[src/hw/rtl/bcme_pkg.sv]
`default_nettype none

package bcme_pkg;

  localparam int BLOCK_BYTES_DEF = 8;
  localparam int QUEUE_DEPTH_DEF = 2;

  localparam logic [1:0] MODE_ECB = 2'd0;
  localparam logic [1:0] MODE_CBC = 2'd1;
  localparam logic [1:0] MODE_CFB = 2'd2;

  localparam logic [2:0] REG_MODE    = 3'd0;
  localparam logic [2:0] REG_DECRYPT = 3'd1;
  localparam logic [2:0] REG_PAD_EN  = 3'd2;
  localparam logic [2:0] REG_KEY     = 3'd3;
  localparam logic [2:0] REG_IV      = 3'd4;

  localparam logic [1:0] JOB_BLOCK = 2'd0;
  localparam logic [1:0] JOB_CFB   = 2'd1;
  localparam logic [1:0] JOB_ERR   = 2'd2;

  localparam logic [7:0] PAD_MARK = 8'h80;
  localparam logic [7:0] PAD_FILL = 8'h00;

  typedef struct packed {
    logic [1:0] kind;
    logic       pad_block;
    logic       msg_end;
    logic       load_iv;
  } bcme_ctl_t;

  function automatic logic [7:0] word_byte(input logic [63:0] w, input logic [2:0] k);
    logic [2:0] sel;
    sel = 3'd7 - k;
    return w[8*sel +: 8];
  endfunction

endpackage

`default_nettype wire

[src/hw/rtl/bcme_queue.sv]
`default_nettype none

module bcme_queue #(
  parameter int WIDTH = 8,
  parameter int DEPTH = bcme_pkg::QUEUE_DEPTH_DEF
) (
  input  wire logic             clk,
  input  wire logic             rst_n,
  input  wire logic             push,
  input  wire logic [WIDTH-1:0] wdata,
  input  wire logic             pop,
  output logic      [WIDTH-1:0] rdata,
  output logic                  empty,
  output logic                  full
);

  localparam int AW = (DEPTH > 1) ? $clog2(DEPTH) : 1;
  localparam int CNTW = $clog2(DEPTH + 1);

  logic [WIDTH-1:0] mem_r [DEPTH];
  logic [AW-1:0]    wr_ptr_r, wr_ptr_nxt;
  logic [AW-1:0]    rd_ptr_r, rd_ptr_nxt;
  logic [CNTW-1:0]  cnt_r, cnt_nxt;

  always_comb begin
    wr_ptr_nxt = wr_ptr_r;
    rd_ptr_nxt = rd_ptr_r;
    cnt_nxt    = cnt_r;
    if (push) begin
      wr_ptr_nxt = (wr_ptr_r == AW'(DEPTH - 1)) ? '0 : wr_ptr_r + AW'(1);
    end
    if (pop) begin
      rd_ptr_nxt = (rd_ptr_r == AW'(DEPTH - 1)) ? '0 : rd_ptr_r + AW'(1);
    end
    if (push && !pop) begin
      cnt_nxt = cnt_r + CNTW'(1);
    end else if (pop && !push) begin
      cnt_nxt = cnt_r - CNTW'(1);
    end
  end

  always_ff @(posedge clk) begin
    if (!rst_n) begin
      wr_ptr_r <= '0;
      rd_ptr_r <= '0;
      cnt_r    <= '0;
    end else begin
      wr_ptr_r <= wr_ptr_nxt;
      rd_ptr_r <= rd_ptr_nxt;
      cnt_r    <= cnt_nxt;
    end
  end

  always_ff @(posedge clk) begin
    if (push) begin
      mem_r[wr_ptr_r] <= wdata;
    end
  end

  assign rdata = mem_r[rd_ptr_r];
  assign empty = (cnt_r == '0);
  assign full  = (cnt_r == CNTW'(DEPTH));

endmodule

`default_nettype wire

[src/hw/rtl/bcme_front.sv]
`default_nettype none

module bcme_front #(
  parameter int BLOCK_BYTES = bcme_pkg::BLOCK_BYTES_DEF
) (
  input  wire logic                                  clk,
  input  wire logic                                  rst_n,
  input  wire logic                                  in_valid,
  output logic                                       in_stall,
  input  wire logic [7:0]                            in_byte,
  input  wire logic                                  in_message_end,
  input  wire logic [1:0]                            cfg_mode,
  input  wire logic                                  cfg_decrypt,
  input  wire logic                                  cfg_pad_en,
  input  wire logic [63:0]                           cfg_iv,
  input  wire logic                                  q_full,
  output logic                                       push,
  output bcme_pkg::bcme_ctl_t                        job_ctl,
  output logic [$clog2(BLOCK_BYTES+2)-1:0]           job_count,
  output logic [BLOCK_BYTES-1:0][7:0]                job_data,
  output logic [BLOCK_BYTES-1:0][7:0]                job_iv
);

  import bcme_pkg::*;

  localparam int CW = $clog2(BLOCK_BYTES + 2);
  localparam int IW = $clog2(BLOCK_BYTES);

  logic [BLOCK_BYTES-1:0][7:0] blk_r, blk_nxt;
  logic [BLOCK_BYTES-1:0][7:0] iv_hold_r;
  logic [IW-1:0]               fill_r, fill_nxt;
  logic                        at_start_r;
  logic                        load_pend_r;

  logic                        accept;
  logic [IW-1:0]               fc;
  logic [CW-1:0]               fc_ext;
  logic                        padding;
  logic                        is_cfb;
  logic                        full;
  logic                        need;
  logic [BLOCK_BYTES-1:0][7:0] blk_w;
  logic [BLOCK_BYTES-1:0][7:0] pad_data;
  logic [BLOCK_BYTES-1:0][7:0] iv_exp;

  assign in_stall = q_full;
  assign accept   = in_valid && !q_full;

  always_comb begin
    fc      = at_start_r ? '0 : fill_r;
    fc_ext  = CW'(fc);
    padding = !cfg_decrypt && cfg_pad_en;
    is_cfb  = (cfg_mode == MODE_CFB);
    full    = (fc == IW'(BLOCK_BYTES - 1));

    for (int k = 0; k < BLOCK_BYTES; k++) begin
      iv_exp[k] = word_byte(cfg_iv, 3'(k));
      blk_w[k]  = (IW'(k) == fc) ? in_byte : blk_r[k];
      if (CW'(k) < fc_ext) begin
        pad_data[k] = blk_r[k];
      end else if (CW'(k) == fc_ext) begin
        pad_data[k] = in_byte;
      end else if (CW'(k) == fc_ext + CW'(1)) begin
        pad_data[k] = PAD_MARK;
      end else begin
        pad_data[k] = PAD_FILL;
      end
    end

    job_ctl.kind      = JOB_BLOCK;
    job_ctl.pad_block = 1'b0;
    job_ctl.msg_end   = in_message_end;
    job_ctl.load_iv   = at_start_r || load_pend_r;
    job_count         = CW'(1);
    job_data          = blk_w;
    job_iv            = at_start_r ? iv_exp : iv_hold_r;
    need              = 1'b0;
    blk_nxt           = blk_w;
    fill_nxt          = full ? '0 : fc + IW'(1);

    if (is_cfb) begin
      job_ctl.kind = JOB_CFB;
      job_data     = '0;
      job_data[0]  = in_byte;
      need         = 1'b1;
      blk_nxt      = blk_r;
      if (in_message_end && padding) begin
        job_count = full ? CW'(BLOCK_BYTES + 1) : CW'(BLOCK_BYTES) - fc_ext;
      end
    end else if (full) begin
      need              = 1'b1;
      job_ctl.pad_block = in_message_end && padding;
    end else if (in_message_end) begin
      need = 1'b1;
      if (padding) begin
        job_data = pad_data;
      end else begin
        job_ctl.kind = JOB_ERR;
      end
    end

    if (in_message_end) begin
      fill_nxt = '0;
    end
  end

  assign push = accept && need;

  always_ff @(posedge clk) begin
    if (!rst_n) begin
      blk_r       <= '0;
      fill_r      <= '0;
      at_start_r  <= 1'b1;
      load_pend_r <= 1'b0;
    end else if (accept) begin
      blk_r       <= blk_nxt;
      fill_r      <= fill_nxt;
      at_start_r  <= in_message_end;
      load_pend_r <= !need && (at_start_r || load_pend_r);
    end
  end

  always_ff @(posedge clk) begin
    if (accept) begin
      if (at_start_r) begin
        iv_hold_r <= iv_exp;
      end
    end
  end

endmodule

`default_nettype wire

[src/hw/rtl/bcme_back.sv]
`default_nettype none

module bcme_back #(
  parameter int BLOCK_BYTES = bcme_pkg::BLOCK_BYTES_DEF
) (
  input  wire logic                                  clk,
  input  wire logic                                  rst_n,
  input  wire logic                                  q_valid,
  input  wire bcme_pkg::bcme_ctl_t                   q_ctl,
  input  wire logic [$clog2(BLOCK_BYTES+2)-1:0]      q_count,
  input  wire logic [BLOCK_BYTES-1:0][7:0]           q_data,
  input  wire logic [BLOCK_BYTES-1:0][7:0]           q_iv,
  output logic                                       q_pop,
  input  wire logic [1:0]                            cfg_mode,
  input  wire logic                                  cfg_decrypt,
  input  wire logic [63:0]                           cfg_key,
  output logic                                       out_valid,
  input  wire logic                                  out_stall,
  output logic [7:0]                                 out_byte,
  output logic                                       out_run_last,
  output logic                                       out_message_last,
  output logic                                       out_partial_block_error
);

  import bcme_pkg::*;

  localparam int CW = $clog2(BLOCK_BYTES + 2);
  localparam int IW = $clog2(BLOCK_BYTES);

  logic [BLOCK_BYTES-1:0][7:0] chain_r, chain_nxt;
  logic [CW-1:0]               idx_r, idx_nxt;
  logic                        ph_r, ph_nxt;
  logic                        out_valid_r;
  logic [7:0]                  out_byte_r;
  logic                        out_run_last_r;
  logic                        out_message_last_r;
  logic                        out_err_r;

  logic                        adv;
  logic                        first;
  logic                        last;
  logic                        err;
  logic                        blk_end;
  logic [BLOCK_BYTES-1:0][7:0] ch;
  logic [IW-1:0]               bi;
  logic [7:0]                  kb;
  logic [7:0]                  kb0;
  logic [7:0]                  din;
  logic [7:0]                  res;
  logic [7:0]                  fb;

  assign adv = q_valid && (!out_valid_r || !out_stall);

  always_comb begin
    first   = (idx_r == '0) && !ph_r;
    ch      = (first && q_ctl.load_iv) ? q_iv : chain_r;
    bi      = idx_r[IW-1:0];
    kb      = word_byte(cfg_key, 3'(idx_r));
    kb0     = word_byte(cfg_key, 3'd0);
    blk_end = (idx_r == CW'(BLOCK_BYTES - 1));
    chain_nxt = ch;
    din     = PAD_FILL;
    res     = '0;
    fb      = '0;
    err     = 1'b0;
    last    = 1'b1;

    unique case (q_ctl.kind)
      JOB_BLOCK: begin
        if (ph_r) begin
          din = (idx_r == '0) ? PAD_MARK : PAD_FILL;
        end else begin
          din = q_data[bi];
        end
        if (cfg_mode == MODE_CBC) begin
          res = din ^ kb ^ ch[bi];
          chain_nxt[bi] = cfg_decrypt ? din : res;
        end else begin
          res = din ^ kb;
        end
        last = blk_end && (ph_r || !q_ctl.pad_block);
      end
      JOB_CFB: begin
        if (idx_r == '0) begin
          din = q_data[0];
        end else if (idx_r == CW'(1)) begin
          din = PAD_MARK;
        end else begin
          din = PAD_FILL;
        end
        res = din ^ ch[0] ^ kb0;
        fb  = cfg_decrypt ? din : res;
        for (int k = 0; k < BLOCK_BYTES - 1; k++) begin
          chain_nxt[k] = ch[k+1];
        end
        chain_nxt[BLOCK_BYTES-1] = fb;
        last = (idx_r == q_count - CW'(1));
      end
      JOB_ERR: begin
        err = 1'b1;
      end
      default: begin
        last = 1'b1;
      end
    endcase

    idx_nxt = idx_r;
    ph_nxt  = ph_r;
    if (adv) begin
      if (last) begin
        idx_nxt = '0;
        ph_nxt  = 1'b0;
      end else if ((q_ctl.kind == JOB_BLOCK) && blk_end) begin
        idx_nxt = '0;
        ph_nxt  = 1'b1;
      end else begin
        idx_nxt = idx_r + CW'(1);
      end
    end
  end

  assign q_pop = adv && last;

  always_ff @(posedge clk) begin
    if (!rst_n) begin
      idx_r       <= '0;
      ph_r        <= 1'b0;
      out_valid_r <= 1'b0;
    end else begin
      idx_r <= idx_nxt;
      ph_r  <= ph_nxt;
      if (adv) begin
        out_valid_r <= 1'b1;
      end else if (!out_stall) begin
        out_valid_r <= 1'b0;
      end
    end
  end

  always_ff @(posedge clk) begin
    if (adv) begin
      chain_r            <= chain_nxt;
      out_byte_r         <= res;
      out_run_last_r     <= last;
      out_message_last_r <= last && q_ctl.msg_end;
      out_err_r          <= err;
    end
  end

  assign out_valid               = out_valid_r;
  assign out_byte                = out_byte_r;
  assign out_run_last            = out_run_last_r;
  assign out_message_last        = out_message_last_r;
  assign out_partial_block_error = out_err_r;

endmodule

`default_nettype wire

[src/hw/rtl/block_cipher_mode_engine_core.sv]
`default_nettype none

// Channel   Direction  Handshake          Payload
// in_*      input      in_valid/in_stall  in_byte, in_message_end
// out_*     output     out_valid/out_stall out_byte, out_run_last, out_message_last,
//                                          out_partial_block_error
// APB       input      psel/penable/pready paddr, pwrite, pwdata, prdata
//
// The front takes one input transaction per cycle unless stalled, handing work to the
// back via a two-entry job queue; the back emits one output per cycle unless stalled.
// A completed block yields BLOCK_BYTES outputs, twice that when a padding block
// follows, and a padded CFB end yields up to BLOCK_BYTES + 1 outputs.
// The input stalls only while the job queue is full; the back stalls on out_stall.
// Synchronous active-low reset: pad_enable to one, mode, decrypt, key and iv to zero.

module block_cipher_mode_engine_core #(
  parameter int BLOCK_BYTES = bcme_pkg::BLOCK_BYTES_DEF,
  parameter int QUEUE_DEPTH = bcme_pkg::QUEUE_DEPTH_DEF
) (
  input  wire logic        clk,
  input  wire logic        rst_n,
  input  wire logic        in_valid,
  output logic             in_stall,
  input  wire logic [7:0]  in_byte,
  input  wire logic        in_message_end,
  output logic             out_valid,
  input  wire logic        out_stall,
  output logic [7:0]       out_byte,
  output logic             out_run_last,
  output logic             out_message_last,
  output logic             out_partial_block_error,
  input  wire logic        psel,
  input  wire logic        penable,
  input  wire logic        pwrite,
  input  wire logic [5:0]  paddr,
  input  wire logic [63:0] pwdata,
  output logic [63:0]      prdata,
  output logic             pready
);

  import bcme_pkg::*;

  localparam int CW = $clog2(BLOCK_BYTES + 2);
  localparam int QW = $bits(bcme_ctl_t) + CW + 2 * BLOCK_BYTES * 8;

  logic [1:0]  mode_r;
  logic        decrypt_r;
  logic        pad_en_r;
  logic [63:0] key_r;
  logic [63:0] iv_r;
  logic [2:0]  reg_idx;

  bcme_ctl_t                   f_ctl, q_ctl;
  logic [CW-1:0]               f_count, q_count;
  logic [BLOCK_BYTES-1:0][7:0] f_data, q_data;
  logic [BLOCK_BYTES-1:0][7:0] f_iv, q_iv;
  logic [QW-1:0]               q_wdata, q_rdata;
  logic                        q_push, q_pop, q_empty, q_full;

  assign pready  = 1'b1;
  assign reg_idx = paddr[5:3];

  always_ff @(posedge clk) begin
    if (!rst_n) begin
      mode_r    <= MODE_ECB;
      decrypt_r <= 1'b0;
      pad_en_r  <= 1'b1;
      key_r     <= '0;
      iv_r      <= '0;
    end else if (psel && penable && pwrite && pready) begin
      unique case (reg_idx)
        REG_MODE:    mode_r    <= pwdata[1:0];
        REG_DECRYPT: decrypt_r <= pwdata[0];
        REG_PAD_EN:  pad_en_r  <= pwdata[0];
        REG_KEY:     key_r     <= pwdata;
        REG_IV:      iv_r      <= pwdata;
        default: ;
      endcase
    end
  end

  always_comb begin
    unique case (reg_idx)
      REG_MODE:    prdata = 64'(mode_r);
      REG_DECRYPT: prdata = 64'(decrypt_r);
      REG_PAD_EN:  prdata = 64'(pad_en_r);
      REG_KEY:     prdata = key_r;
      REG_IV:      prdata = iv_r;
      default:     prdata = '0;
    endcase
  end

  bcme_front #(
    .BLOCK_BYTES(BLOCK_BYTES)
  ) u_front (
    .clk            (clk),
    .rst_n          (rst_n),
    .in_valid       (in_valid),
    .in_stall       (in_stall),
    .in_byte        (in_byte),
    .in_message_end (in_message_end),
    .cfg_mode       (mode_r),
    .cfg_decrypt    (decrypt_r),
    .cfg_pad_en     (pad_en_r),
    .cfg_iv         (iv_r),
    .q_full         (q_full),
    .push           (q_push),
    .job_ctl        (f_ctl),
    .job_count      (f_count),
    .job_data       (f_data),
    .job_iv         (f_iv)
  );

  assign q_wdata = {f_ctl, f_count, f_data, f_iv};
  assign {q_ctl, q_count, q_data, q_iv} = q_rdata;

  bcme_queue #(
    .WIDTH (QW),
    .DEPTH (QUEUE_DEPTH)
  ) u_queue (
    .clk   (clk),
    .rst_n (rst_n),
    .push  (q_push),
    .wdata (q_wdata),
    .pop   (q_pop),
    .rdata (q_rdata),
    .empty (q_empty),
    .full  (q_full)
  );

  bcme_back #(
    .BLOCK_BYTES(BLOCK_BYTES)
  ) u_back (
    .clk                     (clk),
    .rst_n                   (rst_n),
    .q_valid                 (!q_empty),
    .q_ctl                   (q_ctl),
    .q_count                 (q_count),
    .q_data                  (q_data),
    .q_iv                    (q_iv),
    .q_pop                   (q_pop),
    .cfg_mode                (mode_r),
    .cfg_decrypt             (decrypt_r),
    .cfg_key                 (key_r),
    .out_valid               (out_valid),
    .out_stall               (out_stall),
    .out_byte                (out_byte),
    .out_run_last            (out_run_last),
    .out_message_last        (out_message_last),
    .out_partial_block_error (out_partial_block_error)
  );

endmodule

`default_nettype wire

[config.mk]
export PLATFORM = sky130hd
export DESIGN_NAME = block_cipher_mode_engine_core
export DESIGN_NICKNAME = d
export VERILOG_FILES = /design/src/hw/rtl/bcme_pkg.sv /design/src/hw/rtl/bcme_queue.sv /design/src/hw/rtl/bcme_front.sv /design/src/hw/rtl/bcme_back.sv /design/src/hw/rtl/block_cipher_mode_engine_core.sv
export SDC_FILE = /design/constraint.sdc
export NUM_CORES = 1
export LEC_CHECK = 0
export CORE_ASPECT_RATIO = 0.75
export CORE_MARGIN = 2
export CORE_UTILIZATION = 35
export CTS_BUF_LIST = sky130_fd_sc_hd__clkbuf_8
export DETAILED_ROUTE_END_ITERATION = 16
export DONT_BUFFER_PORTS = 1
export PLACE_DENSITY = 0.46
export SYNTH_ARGS = -nofsm -noshare
export SYNTH_HDL_FRONTEND = slang
export SYNTH_SLANG_ARGS = --single-unit
[constraint.sdc]
create_clock -name clk -period 14.2 [get_ports clk]
set_input_delay 3.55 -clock clk [delete_from_list [all_inputs] [get_ports clk]]
set_output_delay 3.55 -clock clk [all_outputs]
set_load 0.01 [all_outputs]
==> results of run 1 <==
sequential cells by signal (all words and copies together) (netlist names), 2 cells and up, named ones only:
register / flops
iv_r: 64
key_r: 64
mode_r: 2
u_back.chain_r: 64
u_back.idx_r: 4
u_back.out_byte: 8
u_front.blk_r: 64
u_front.fill_r: 3
u_front.iv_hold_r: 64
u_queue.cnt_r: 2
u_queue.mem_r: 274
synth_stat cells, types with 5 or more instances:
cell	instances	area [sq um]
o21ai_0	100	500.5
o211ai_1	8	60.06
mux4_2	11	247.7
a21o_1	5	37.54
and2_1	11	68.82
buf_2	13	65.06
nor3_1	29	145.1
a22oi_1	71	533.0
a22o_1	77	674.4
xnor2_1	27	236.5
o22ai_1	65	406.6
inv_1	16	60.06
a21oi_1	97	485.5
xor2_1	22	192.7
or3_1	10	62.56
ha_1	13	162.7
o221ai_1	12	105.1
a2111oi_0	8	70.07
clkbuf_1	159	596.8
dfxtp_1	212	4244
nand3_1	75	375.4
or2_2	5	31.28
a31o_2	7	61.31
nor2b_1	32	200.2
nand2_1	406	1524
edfxtp_1	413	12400
a221oi_1	6	52.55
mux2i_1	141	1411
a21boi_0	180	1351
nor3b_1	5	37.54
o21ai_1	6	30.03
buf_4	12	90.09
buf_1	6	22.52
nor4_1	5	31.28
o22a_1	18	157.7
nand2b_1	11	68.82
nand3b_1	5	37.54
nor2_1	174	653.1
mux2_2	75	844.6
stage by stage:
stage,area (sq um),cells
after floorplan,29050,2627
after global placement,30050,3593
after detailed placement,30050,3593
after CTS,32130,3797
after global routing,32130,3800
final,32140,3803
worst min-delay path by stage:
stage	start	to	slack [ns]	cells past startpoint
final	u_front.blk_r[24]	u_front.blk_r[24]	0.46	2
after global routing	u_front.blk_r[24]	u_front.blk_r[24]	0.48	2
after CTS	u_front.blk_r[26]	u_front.blk_r[26]	0.46	2
after detailed placement	u_front.blk_r[26]	u_front.blk_r[26]	0.46	2
after global placement	u_front.blk_r[5]	u_front.blk_r[5]	0.45	2
after floorplan	u_front.blk_r[31]	u_front.blk_r[31]	0.44	2
kinds of logic (layout without fill, tap and decap cells):
family,Yosys count,in the layout
AOI/OAI and AO/OA,704,704
xor gates and xnor gates,52,52
adders and majority gates,13,13
buffers and inverters,211,265
DFF,625,625
muxes,227,227
other,1,7
and+or+nand+nor,794,794
critical path, cell delays in order:
cell	delay, ns
nor2_1	0.30
and2_2	0.20
buf_4	0.57
a22o_1	0.34
final cells by class:
| type | count | share of cell area [%] |
|---|---|---|
| sequential | 625 | 51.81 |
| multi-input combinational | 1791 | 36.12 |
| clock buffer | 115 | 4.924 |
| tap | 1116 | 4.344 |
| clock inverter | 89 | 1.542 |
| timing repair buffer | 42 | 0.9810 |
| inverter | 19 | 0.2258 |
| antenna | 6 | 0.04671 |
routing by layer:
layer,share of wire [%],GRT usage (%),routed length (um),up-vias
met4,2.2,5.676,2347,0
met5,0,0,0,-
met3,9.9,7.875,10430,137
met2,40,32.84,42040,937
li1,-,-,-,9679
met1,48,37.20,50720,10869
power breakdown:
| group | switching (mW) | internal (mW) |
|---|---|---|
| registers | 0.153 | 2.31 |
| clock network | 0.784 | 0.810 |
| logic | 1.40 | 0.642 |
==> flow_metrics.env, run 1 <==
export IMPL_status="finished, final reports clean"
export IMPL_synth_compound_area_share_pct=16.90
export IMPL_firstDrtPassIters=6
export IMPL_core_area_sq_mm=0.08221
export IMPL_setup_viol=0
export IMPL_dpl_worst_slack_ns=5.601
export IMPL_worstPathArrival_ns=5.07
export IMPL_critPathCaptureType="output port"
export IMPL_clock_sinks=625
export IMPL_fin_skew_ns=0.05312
export IMPL_syn_to_final_growth_pct=10.64
export IMPL_drv_max_cap_violation_count=0
export IMPL_viasPerCell=5.686
export IMPL_fin_crit_sh_pct=60.72
export IMPL_initial_core_util_pct=35.34
export IMPL_drv_slew=0
export IMPL_startpoint_type="input port"
export IMPL_p_leak_nw=10.72
export IMPL_grt_pass1_vias=20399
export IMPL_synthAdderAreaFrac_pct=0.5599
export IMPL_htreeDepth=3
export IMPL_grt_max_degree=215
export IMPL_hold_viol_final=0
export IMPL_r2r_cells=11
export IMPL_async_reset_ff_share_pct=0
export IMPL_synth_edf_count=413
export IMPL_cp_startpoint="paddr[4]"
export IMPL_drt_wirelength_per_cell_um=27.75
export IMPL_die_w_um=336.7
export IMPL_fp_dieArea_sq_mm=0.08535
export IMPL_seqCellArea_sq_mm=0.01665
export IMPL_required_ns=10.65
export IMPL_synthMuxAreaShare_pct=8.618
export IMPL_finalPower_mw=6.097
export IMPL_max_slew_margin_pct=2.339
export IMPL_cts_hold_buf=0
export IMPL_clk_latency_ns=0.77
export IMPL_fmax_ghz=0.1160
export IMPL_synthFlopType="edfxtp_1"
export IMPL_drt_wl_total_um=105500
export IMPL_syn_nets=2726
export IMPL_final_cell_mix="413 x edfxtp_1, 404 x nand2_1, 208 x dfxtp_1, 180 x a21boi_0, 169 x nor2_1"
export IMPL_drt_iter0_drc=2354
export IMPL_synth_cell_types=79
export IMPL_nNetsFinal=2685
export IMPL_syn_area_sq_mm=0.02905
export IMPL_irDropWorstVdd_mv=0.1037
export IMPL_grt_antenna_before_repair=7
export IMPL_postSynthCellCount=2627
export IMPL_cts_tree="yes"
export IMPL_synth_seq_area_share_pct=57.30
export IMPL_worst_pin_slew_ns=1.450
export IMPL_drtAntennaViolNets=0
export IMPL_nFillCells=8069
export IMPL_die_h_um=253.5
export IMPL_drc=0
export IMPL_rows=91
export IMPL_cts_resized=0
export IMPL_dr_total_vias=21622
export IMPL_endpoint="prdata[21]"
export IMPL_ys_ff_latch=625
export IMPL_cts_clk_slew_worst_paths_ns=0.06
export IMPL_root_buffer="clkbuf_8"
export IMPL_synth_xor_area_share_pct=1.645
export IMPL_rsz0062_at_grt="no"
export IMPL_cts_buffer_depth=3
export IMPL_period_needed_ns=8.623
export IMPL_multiInputGateArea_sq_mm=0.01161
export IMPL_hp_class="register to register"
export IMPL_yosys_warnings=0
export IMPL_post_cts_buffers=0
export IMPL_hold_slack_ns=0.4610
export IMPL_port_buffers=0
export IMPL_avgSynthCellArea_sq_um=11.06
export IMPL_numCtsBuffers=107
export IMPL_r2r_end="u_back.out_byte[1]"
export IMPL_tns_ns=0
export IMPL_grt_pass1_wl_um=149500
export IMPL_drive_gt1_share_pct=12.05
export IMPL_grt_overflow=0
export IMPL_setup_ws_ns=5.577
export IMPL_rrSetupSlack_ns=8.61
export IMPL_dpl_hpwl_um=72220
export IMPL_cp_max_fo=63
export IMPL_worstReg2RegStart="u_back.idx_r[0]"
export IMPL_synth_top_family_by_area="compound AO/OA/AOI/OAI gates"
export IMPL_place_congestion=0.9490
export IMPL_fin_util_pct=39.10
export IMPL_synth_simple_area_share_pct=11.97
export IMPL_power_density_mw_per_mm2=189.7
export IMPL_layout_commonest_cell="edfxtp_1"
export IMPL_path_class="input port to output port"
export IMPL_ios=164
export IMPL_grt_usage_pct=24.38
(Power assumes the default switching activity.)
==> run 2: changes to the inputs <==
- clock period: 14.2 -> 8.2 ns (I/O delays scaled with it)
==> run 2 against run 1 <==
Compared with the run above: the run now ends with max-capacitance violations, max-slew violations left; worst setup slack got worse by 3.4 ns; critical path type unchanged; sequential power rose by 72%; worst hold slack is essentially flat; sequential cell count did not move; largest cell class unchanged; register-to-register slack worse by 5.2 ns; critical path depth is the same; largest power group unchanged; wire length fell by 0.64%; die area unchanged.
==> flow_metrics.env, run 2 (same netlist as run 1, synthesis figures left out) <==
export IMPL_htreeDepth=3
export IMPL_clock_sinks=625
export IMPL_nNetsFinal=2684
export IMPL_startpoint_type="input port"
export IMPL_drive_gt1_share_pct=11.92
export IMPL_drt_wl_total_um=104900
export IMPL_p_leak_nw=10.78
export IMPL_rsz0062_at_grt="no"
export IMPL_grt_antenna_before_repair=10
export IMPL_fin_crit_sh_pct=72.85
export IMPL_worstReg2RegStart="u_back.idx_r[1]"
export IMPL_largest_reg_flops=274
export IMPL_drv_max_cap_violation_count=1
export IMPL_drv_slew=5
export IMPL_setup_viol=0
export IMPL_cp_buffers_inverters=1
export IMPL_stdcell_count=3800
export IMPL_hp_class="register to register"
export IMPL_initial_core_util_pct=35.34
export IMPL_clk_latency_ns=0.77
export IMPL_place_congestion=0.9161
export IMPL_cts_buffer_depth=3
export IMPL_critPathMaxStageDelay_ns=0.90
export IMPL_status="complete, but fails checks"
export IMPL_ios=164
export IMPL_cts_clk_slew_worst_paths_ns=0.06
export IMPL_path_cells="nor2_1 > and2_2 > buf_4 > a22o_1"
export IMPL_cts_resized=0
export IMPL_fin_skew_ns=0.05456
export IMPL_grt_pass1_vias=20248
export IMPL_critPathCaptureType="output port"
export IMPL_required_ns=6.15
export IMPL_drt_wirelength_per_cell_um=27.60
export IMPL_fmax_ghz=0.1674
export IMPL_power_density_mw_per_mm2=327.5
export IMPL_die_w_um=336.7
export IMPL_worst_pin_slew_ns=1.523
export IMPL_path_class="input port to output port"
export IMPL_rows=91
export IMPL_dr_total_vias=21682
export IMPL_grt_max_degree=215
export IMPL_cp_max_fo=43
export IMPL_cp_startpoint="paddr[4]"
export IMPL_numCtsBuffers=104
export IMPL_grt_overflow=0
export IMPL_firstDrtPassIters=5
export IMPL_max_slew_margin_pct=-2.613
export IMPL_grt_pass1_wl_um=148500
export IMPL_cts_hold_buf=0
export IMPL_dpl_hpwl_um=71970
export IMPL_cts_tree="yes"
export IMPL_regMostFlops="u_queue.mem_r"
export IMPL_worstPathArrival_ns=3.92
export IMPL_nFillCells=8018
export IMPL_hold_viol_final=0
export IMPL_final_cell_mix="413 x edfxtp_1, 404 x nand2_1, 208 x dfxtp_1, 180 x a21boi_0, 169 x nor2_1"
export IMPL_viasPerCell=5.706
export IMPL_violations="max-capacitance violations, max-slew violations"
export IMPL_core_area_sq_mm=0.08221
export IMPL_fp_dieArea_sq_mm=0.08535
export IMPL_period_needed_ns=5.974
export IMPL_port_buffers=0
export IMPL_finalPower_mw=10.57
export IMPL_layout_commonest_cell="edfxtp_1"
export IMPL_crit_family="simple AND/OR/NAND/NOR gates"
export IMPL_root_buffer="clkbuf_8"
export IMPL_drt_iter0_drc=2307
export IMPL_tns_ns=0
export IMPL_irDropWorstVdd_mv=0.1494
export IMPL_grt_usage_pct=24.22
export IMPL_drtAntennaViolNets=0
export IMPL_syn_to_final_growth_pct=11.13
export IMPL_drc=0
export IMPL_min_from="u_front.blk_r[34]"
export IMPL_post_cts_buffers=0
export IMPL_crit_slowest_cell="and2_2"
export IMPL_die_h_um=253.5
export IMPL_dp_cells=3595
-- run 2: changes by cell type in the layout (fill, tap and decap cells not counted), sizes merged --
cell and delta:
clkinv -19, clkbuf -1, bufinv +5, buf +2
inv +8, diode +2
-- run 2: final timing paths --
path / slack (ns) / cells after the start / endpoint
setup reg to reg: 3.38 / 11 / u_back.out_byte[1]
setup / recovery: 2.23 / 4 / prdata[31]
hold reg to reg: 0.46 / 2 / u_front.blk_r[34]
hold / removal: 0.46 / 2 / u_front.blk_r[34]
-- run 2: where the power goes --
| part | internal [mW] | total [mW] | switching (mW) |
|---|---|---|---|
| logic | 1.12 | 3.47 | 2.35 |
| registers | 3.99 | 4.22 | 0.231 |
| clock network | 1.54 | 2.88 | 1.34 |
| total | 6.65 | 10.6 | 3.92 |
-- run 2: metrics by stage --
step                      hold WS [ns]  area, sq um  worst slack, ns  util (%)
after floorplan                 0.4431        29050           0.2315         -
after global placement          0.4496        30100            2.367     36.61
after detailed placement        0.4562        30100            2.289     36.61
after CTS                       0.4649        32260            2.287     39.25
after global routing            0.4760        32270            2.198     39.25
final                           0.4610        32280            2.226     39.27
-- run 2: metal layers --
metal  track usage (%)  vias to the layer above  part of all wire, %
met5                 0                        -                    0
met4             5.510                        0                  1.9
met3             4.891                      130                  7.9
met2             33.33                      913                   41
met1             38.29                    10970                   50
li1                  -                     9669                    -
-- run 2: layout make-up --
| type | instances | area [sq um] | share of cell area, % |
|---|---|---|---|
| clock buffer | 114 | 1569 | 4.860 |
| clock inverter | 83 | 595.6 | 1.845 |
| tap | 1116 | 1396 | 4.325 |
| antenna | 8 | 20.02 | 0.06201 |
| multi-input combinational | 1791 | 11620 | 36.00 |
| timing repair buffer | 44 | 355.3 | 1.101 |
| inverter | 19 | 72.57 | 0.2248 |
| sequential | 625 | 16650 | 51.59 |
-- run 2: tightest hold or removal path: stages, from the launching register on --
cell and delay, ns:
dfxtp_1 0.31, nand2_1 0.05, a21boi_0 0.06
